## config.mk

```make
export PLATFORM = sky130hd
export DESIGN_NAME = tcw_front_flat
export DESIGN_NICKNAME = d
export VERILOG_FILES = /design/src/hw/rtl/tcw_pkg.sv /design/src/hw/rtl/tcw_req_if.sv /design/src/hw/rtl/tcw_front.sv /design/src/flat_wrapper.sv
export SDC_FILE = /design/constraint.sdc
export NUM_CORES = 1
export LEC_CHECK = 0
export ABC_CLOCK_PERIOD_IN_PS = 6050
export BUFFER_PORTS_ARGS = -buffer_cell sky130_fd_sc_hd__clkbuf_2
export CORE_MARGIN = 1
export CORE_UTILIZATION = 49
export CTS_BUF_LIST = sky130_fd_sc_hd__clkbuf_16
export DETAILED_ROUTE_END_ITERATION = 10
export PLACE_DENSITY = 0.81
export SLEW_MARGIN = 20
export SYNTH_ARGS = -nofsm -noshare
export SYNTH_HDL_FRONTEND = slang
export SYNTH_SLANG_ARGS = --single-unit
```

## constraint.sdc

```tcl
create_clock -name clk -period 6.05 [get_ports clk]
set_input_delay 0.605 -clock clk [delete_from_list [all_inputs] [get_ports clk]]
set_output_delay 0.605 -clock clk [all_outputs]
set_load 0.01 [all_outputs]
```

## src/hw/rtl/tcw_pkg.sv

```systemverilog
// shared constants, types and helpers of the text console writer
package tcw_pkg;

  localparam int MAX_COLS = 128;
  localparam int MAX_ROWS = 64;
  localparam int TAB_STOP = 4;

  localparam int CELLS  = MAX_COLS * MAX_ROWS;
  localparam int ADDR_W = $clog2(CELLS);
  localparam int CELL_W = 16;

  localparam logic [7:0] CH_NEWLINE = 8'd10;
  localparam logic [7:0] CH_TAB     = 8'd9;
  localparam logic [7:0] CH_SPACE   = 8'd32;
  localparam logic [7:0] RESET_COLOR = 8'd7;
  localparam logic [7:0] RESET_COLS  = 8'd80;
  localparam logic [6:0] RESET_ROWS  = 7'd25;

  localparam logic [1:0] OP_STREAM = 2'd0;
  localparam logic [1:0] OP_WRITE  = 2'd1;
  localparam logic [1:0] OP_CLEAR  = 2'd2;
  localparam logic [1:0] OP_READ   = 2'd3;

  localparam logic [1:0] REG_TEXT_COLOR  = 2'd0;
  localparam logic [1:0] REG_SCREEN_COLS = 2'd1;
  localparam logic [1:0] REG_SCREEN_ROWS = 2'd2;

  localparam logic [2:0] K_CHAR    = 3'd0;
  localparam logic [2:0] K_NEWLINE = 3'd1;
  localparam logic [2:0] K_TAB     = 3'd2;
  localparam logic [2:0] K_WRITE   = 3'd3;
  localparam logic [2:0] K_CLEAR   = 3'd4;
  localparam logic [2:0] K_READ    = 3'd5;

  typedef struct packed {
    logic [2:0] kind;
    logic [7:0] char_code;
    logic [7:0] cell_color;
    logic [6:0] cell_col;
    logic [5:0] cell_row;
  } cmd_t;

  typedef struct packed {
    logic [7:0] read_char;
    logic [7:0] read_color;
    logic [6:0] cursor_col;
    logic [5:0] cursor_row;
    logic       scrolled;
    logic       ignored;
  } res_t;

  function automatic logic [ADDR_W-1:0] cell_addr(input logic [7:0] col,
                                                  input logic [6:0] row);
    int a;
    a = int'(row) * MAX_COLS + int'(col);
    return a[ADDR_W-1:0];
  endfunction

endpackage

```

## src/hw/rtl/tcw_req_if.sv

```systemverilog
// request channel of the console writer
interface tcw_req_if;
  import tcw_pkg::*;
  logic       valid;
  logic       ready;
  logic [1:0] op;
  logic [7:0] char_code;
  logic [7:0] cell_color;
  logic [6:0] cell_col;
  logic [5:0] cell_row;
  modport source (output valid, op, char_code, cell_color, cell_col, cell_row, input ready);
  modport sink (input valid, op, char_code, cell_color, cell_col, cell_row, output ready);
endinterface


```

## src/hw/rtl/tcw_front.sv

```systemverilog
// front end: accepts items, classifies them and queues them for the back end
module tcw_front import tcw_pkg::*; (
  input  logic       clk,
  input  logic       rst,
  input  logic       hold,
  tcw_req_if.sink    req,
  output logic       cmd_valid,
  output cmd_t       cmd,
  input  logic       cmd_pop
);
  cmd_t       q [2];
  logic       wr_ptr;
  logic       rd_ptr;
  logic [1:0] count;
  logic       push;
  cmd_t       cls;

  always_comb begin
    cls.char_code  = req.char_code;
    cls.cell_color = req.cell_color;
    cls.cell_col   = req.cell_col;
    cls.cell_row   = req.cell_row;
    unique case (req.op)
      OP_STREAM: begin
        if (req.char_code == CH_NEWLINE) cls.kind = K_NEWLINE;
        else if (req.char_code == CH_TAB) cls.kind = K_TAB;
        else cls.kind = K_CHAR;
      end
      OP_WRITE: cls.kind = K_WRITE;
      OP_CLEAR: cls.kind = K_CLEAR;
      default:  cls.kind = K_READ;
    endcase
  end

  assign req.ready = (count != 2'd2) && !hold;
  assign push      = req.valid && req.ready;
  assign cmd_valid = count != 2'd0;
  assign cmd       = q[rd_ptr];

  always_ff @(posedge clk) begin
    if (push) begin
      q[wr_ptr] <= cls;
    end
    if (rst) begin
      wr_ptr <= 1'b0;
      rd_ptr <= 1'b0;
      count  <= 2'd0;
    end else begin
      if (push) wr_ptr <= ~wr_ptr;
      if (cmd_pop) rd_ptr <= ~rd_ptr;
      count <= count + 2'(push) - 2'(cmd_pop);
    end
  end
endmodule

```

## src/flat_wrapper.sv

```systemverilog
// flat-port wrapper written by rule: the top's interface ports become plain ports
module tcw_front_flat import tcw_pkg::*;
  (clk, rst, hold, cmd_valid, cmd, cmd_pop, req_valid, req_op, req_char_code, req_cell_color, req_cell_col, req_cell_row, req_ready);
  tcw_req_if req_i ();
  input  logic clk;
  input  logic rst;
  input  logic hold;
  output logic cmd_valid;
  output cmd_t cmd;
  input  logic cmd_pop;
  input wire logic [$bits(req_i.valid)-1:0] req_valid;
  input wire logic [$bits(req_i.op)-1:0] req_op;
  input wire logic [$bits(req_i.char_code)-1:0] req_char_code;
  input wire logic [$bits(req_i.cell_color)-1:0] req_cell_color;
  input wire logic [$bits(req_i.cell_col)-1:0] req_cell_col;
  input wire logic [$bits(req_i.cell_row)-1:0] req_cell_row;
  output wire logic [$bits(req_i.ready)-1:0] req_ready;
  assign req_i.valid = req_valid;
  assign req_i.op = req_op;
  assign req_i.char_code = req_char_code;
  assign req_i.cell_color = req_cell_color;
  assign req_i.cell_col = req_cell_col;
  assign req_i.cell_row = req_cell_row;
  assign req_ready = req_i.ready;
  tcw_front u_core (.clk(clk), .rst(rst), .hold(hold), .req(req_i), .cmd_valid(cmd_valid), .cmd(cmd), .cmd_pop(cmd_pop));
endmodule
```

==> summary.md <==
| Metric | Value |
|---|---|
| First-pass GRT wire length | `5.79 mm` |
| FMAX | `469 MHz` |
| DP HPWL | `2.61 mm` |
| Top FF cell, synth | `edfxtp_1` |
| Share of layout cells above drive strength 1 | `54.7%` |
| Net count, final | `249` |
| CTS Buf Count | `9` |
| Fin crit share | `35.2%` |
| Post-CTS setup buffer count | `0` |
| Mapped cell area | `2630 sq um` |
| Io pins | `70` |
| Synth top area cells | `edfxtp_1 (73%), mux2_2 (13%), dfxtp_1 (3.8%), buf_6 (1.3%), nor2_1 (1.1%)` |
| Clock buffer depth | `2` |
| Slew Limit Headroom | `38.3%` |
| Pleak | `1.27 nW` |
| Worst Path Max Fanout | `32` |
| Initial DRC count | `35` |
| Yosys top cell by area | `edfxtp_1` |
| Die H | `75.2 microns` |
| Die width | `75.2 microns` |
| # hold bufs at CTS | `0` |
| # rows | `26` |
| RSZ-0062 raised after global routing | `false` |
| Initial antenna violation count | `0` |
| Outcome | `finished, final reports clean` |
| WP data arrival | `1.53 ns` |
| Data required, critical path | `5.44 ns` |
| DR vias/cell | `4.84` |
| Final clock skew | `0.00529 ns` |
| Min cycle time layout | `2.13 ns` |
| Synth-to-Final Area Change | `25.1%` |
| Synth Net Count | `172` |
| Die area | `5660 sq um` |
| Ys async rst share | `0%` |
| Max-Cap Viols | `0` |
| Post-synth EDFFs | `64` |
| Final Wtd Congestion | `0.705` |
| Mean area per synthesized cell | `19.6 sq um` |
| Maximum VDD drop | `0.236 mV` |
| H-tree depth | `3` |
| Most frequent cells in the layout | `clkbuf_2 (69), edfxtp_1 (64), mux2_2 (30)` |
| Yosys warns | `0` |
| Crit path launch type | `flip-flop` |
| DRC | `0` |
| Final WL | `3.94 mm` |
| Hold Crit Class | `in -> reg` |
| Number of antenna diodes | `0` |
| Synth cell types | `22` |
| Buffers on Ports | `69` |
| Reg clk slew, reported paths | `0.05 ns` |
| CTS tree | `done` |
| Sequential area share after synthesis | `77.0%` |
| Root Buffer Master | `clkbuf_16` |
| Congestion Overflow GR | `0` |
| Detailed-router iteration count before antenna repair | `4` |
| Gates resized, CTS repair | `0` |
| Post-synth top area share | `73.2%` |
| R2R setup slack | `4.14 ns` |
| Total core area | `5140 sq um` |
| Worst Hold Slack | `0.476 ns` |
| Yosys reg bits | `69` |
| Initial Utilization | `51.1%` |
| DR vias | `1,374` |
| Clk Latency, worst-skew pair | `0.32 ns` |
| Routed WL per cell | `13.9 microns` |
| Final setup viols | `0` |
| Clk sinks | `69` |
| Fin. Hold Viols | `0` |
| Commonest non-fill, non-tap cell in the layout | `clkbuf_2` |
| Total negative setup slack | `0 ns` |
| Max-slew violation count | `0` |
| Number of global-route vias before repair | `1,356` |
| Finished Core Util | `63.9%` |
| Gate Count Post-Synth | `134` |
| Largest net degree at the start of global routing | `33` |
| Critical Path Sink Type | `output port` |
| All-Layer GR Usage | `15.0%` |
| Slew @ Worst Pin | `0.924 ns` |
| DRT antenna net count | `0` |
| Fillcell total | `391` |
| Pwr dens | `336 nW/um^2` |
| Critical path class | `reg -> out` |
==> sequential cells by signal (all words and copies together) (netlist names), named ones only <==
signal and flops:
u_core.count 2, u_core.q 64, u_core.rd_ptr 1, u_core.wr_ptr 1
==> per-stage QoR <==
step	total power, mW	cells	area [sq um]	setup WS [ns]
after detailed placement	0.689	270	3040	3.83
after floorplan	0.642	134	2630	3.29
final	1.10	284	3290	3.92
after CTS	1.12	284	3290	3.90
after global placement	0.686	270	3040	3.88
after global routing	1.15	284	3290	3.85
==> critical path: stages, from the launching register on <==
cell and delay (ns):
dfxtp_1 0.30, buf_4 0.37, mux2_2 0.39, clkbuf_2 0.13
==> area by class of cell <==
type / instances / area [sq um] / share of cell area (%)
flip-flops and latches: 69 / 2020 / 61.5
multi-input cells: 57 / 558 / 17.0
repair buffers: 71 / 360 / 11.0
clock buffers: 9 / 225 / 6.85
well taps: 70 / 87.6 / 2.67
clock inverters: 5 / 21.3 / 0.647
inverters: 3 / 11.3 / 0.343
==> cell usage after synthesis (2+ instances only) <==
cell	number
edfxtp_1	64
mux2_2	30
nor2_1	8
dfxtp_1	5
buf_6	3
inv_1	3
nor2b_1	3
and2_1	2
ha_1	2
mux2_1	2
==> layer usage <==
layer  up-vias  global-route usage (%)  share of wire (%)
met2        49                    23.9                 49
met5         -                       0                  0
met1       651                    16.8                 41
li1        664                       -                  -
met4         0                    10.1                2.1
met3        10                    5.76                7.0
==> cell families (layout without fill, tap and decap cells) <==
family / Yosys count / in the layout / share of synthesized area, %
compound gates: 2 / 2 / 0.715
xor+xnor: 2 / 2 / 0.667
fa+ha+maj: 2 / 2 / 0.953
buf+inv: 8 / 88 / 2.05
flops: 69 / 69 / 77.0
mux: 33 / 33 / 14.3
simple gates: 18 / 18 / 4.34
==> where the power goes <==
part,switching [mW],leakage [nW],internal (mW),total (mW)
combinational,0.0615,0.518,0.0582,0.120
sequential,0.00762,0.627,0.550,0.558
clock,0.160,0.127,0.265,0.426
total,0.229,1.27,0.874,1.10
==> final timing paths <==
check                       start              end  depth (start not counted)
setup / recovery        flip-flop          cmd[16]                          3
hold reg to reg     u_core.rd_ptr    u_core.rd_ptr                          2
setup reg to reg  u_core.count[1]  u_core.q[0][17]                          3
hold / removal    req_cell_col[3]   u_core.q[1][9]                          1
Note: power is estimated with default switching activity, not from simulation.
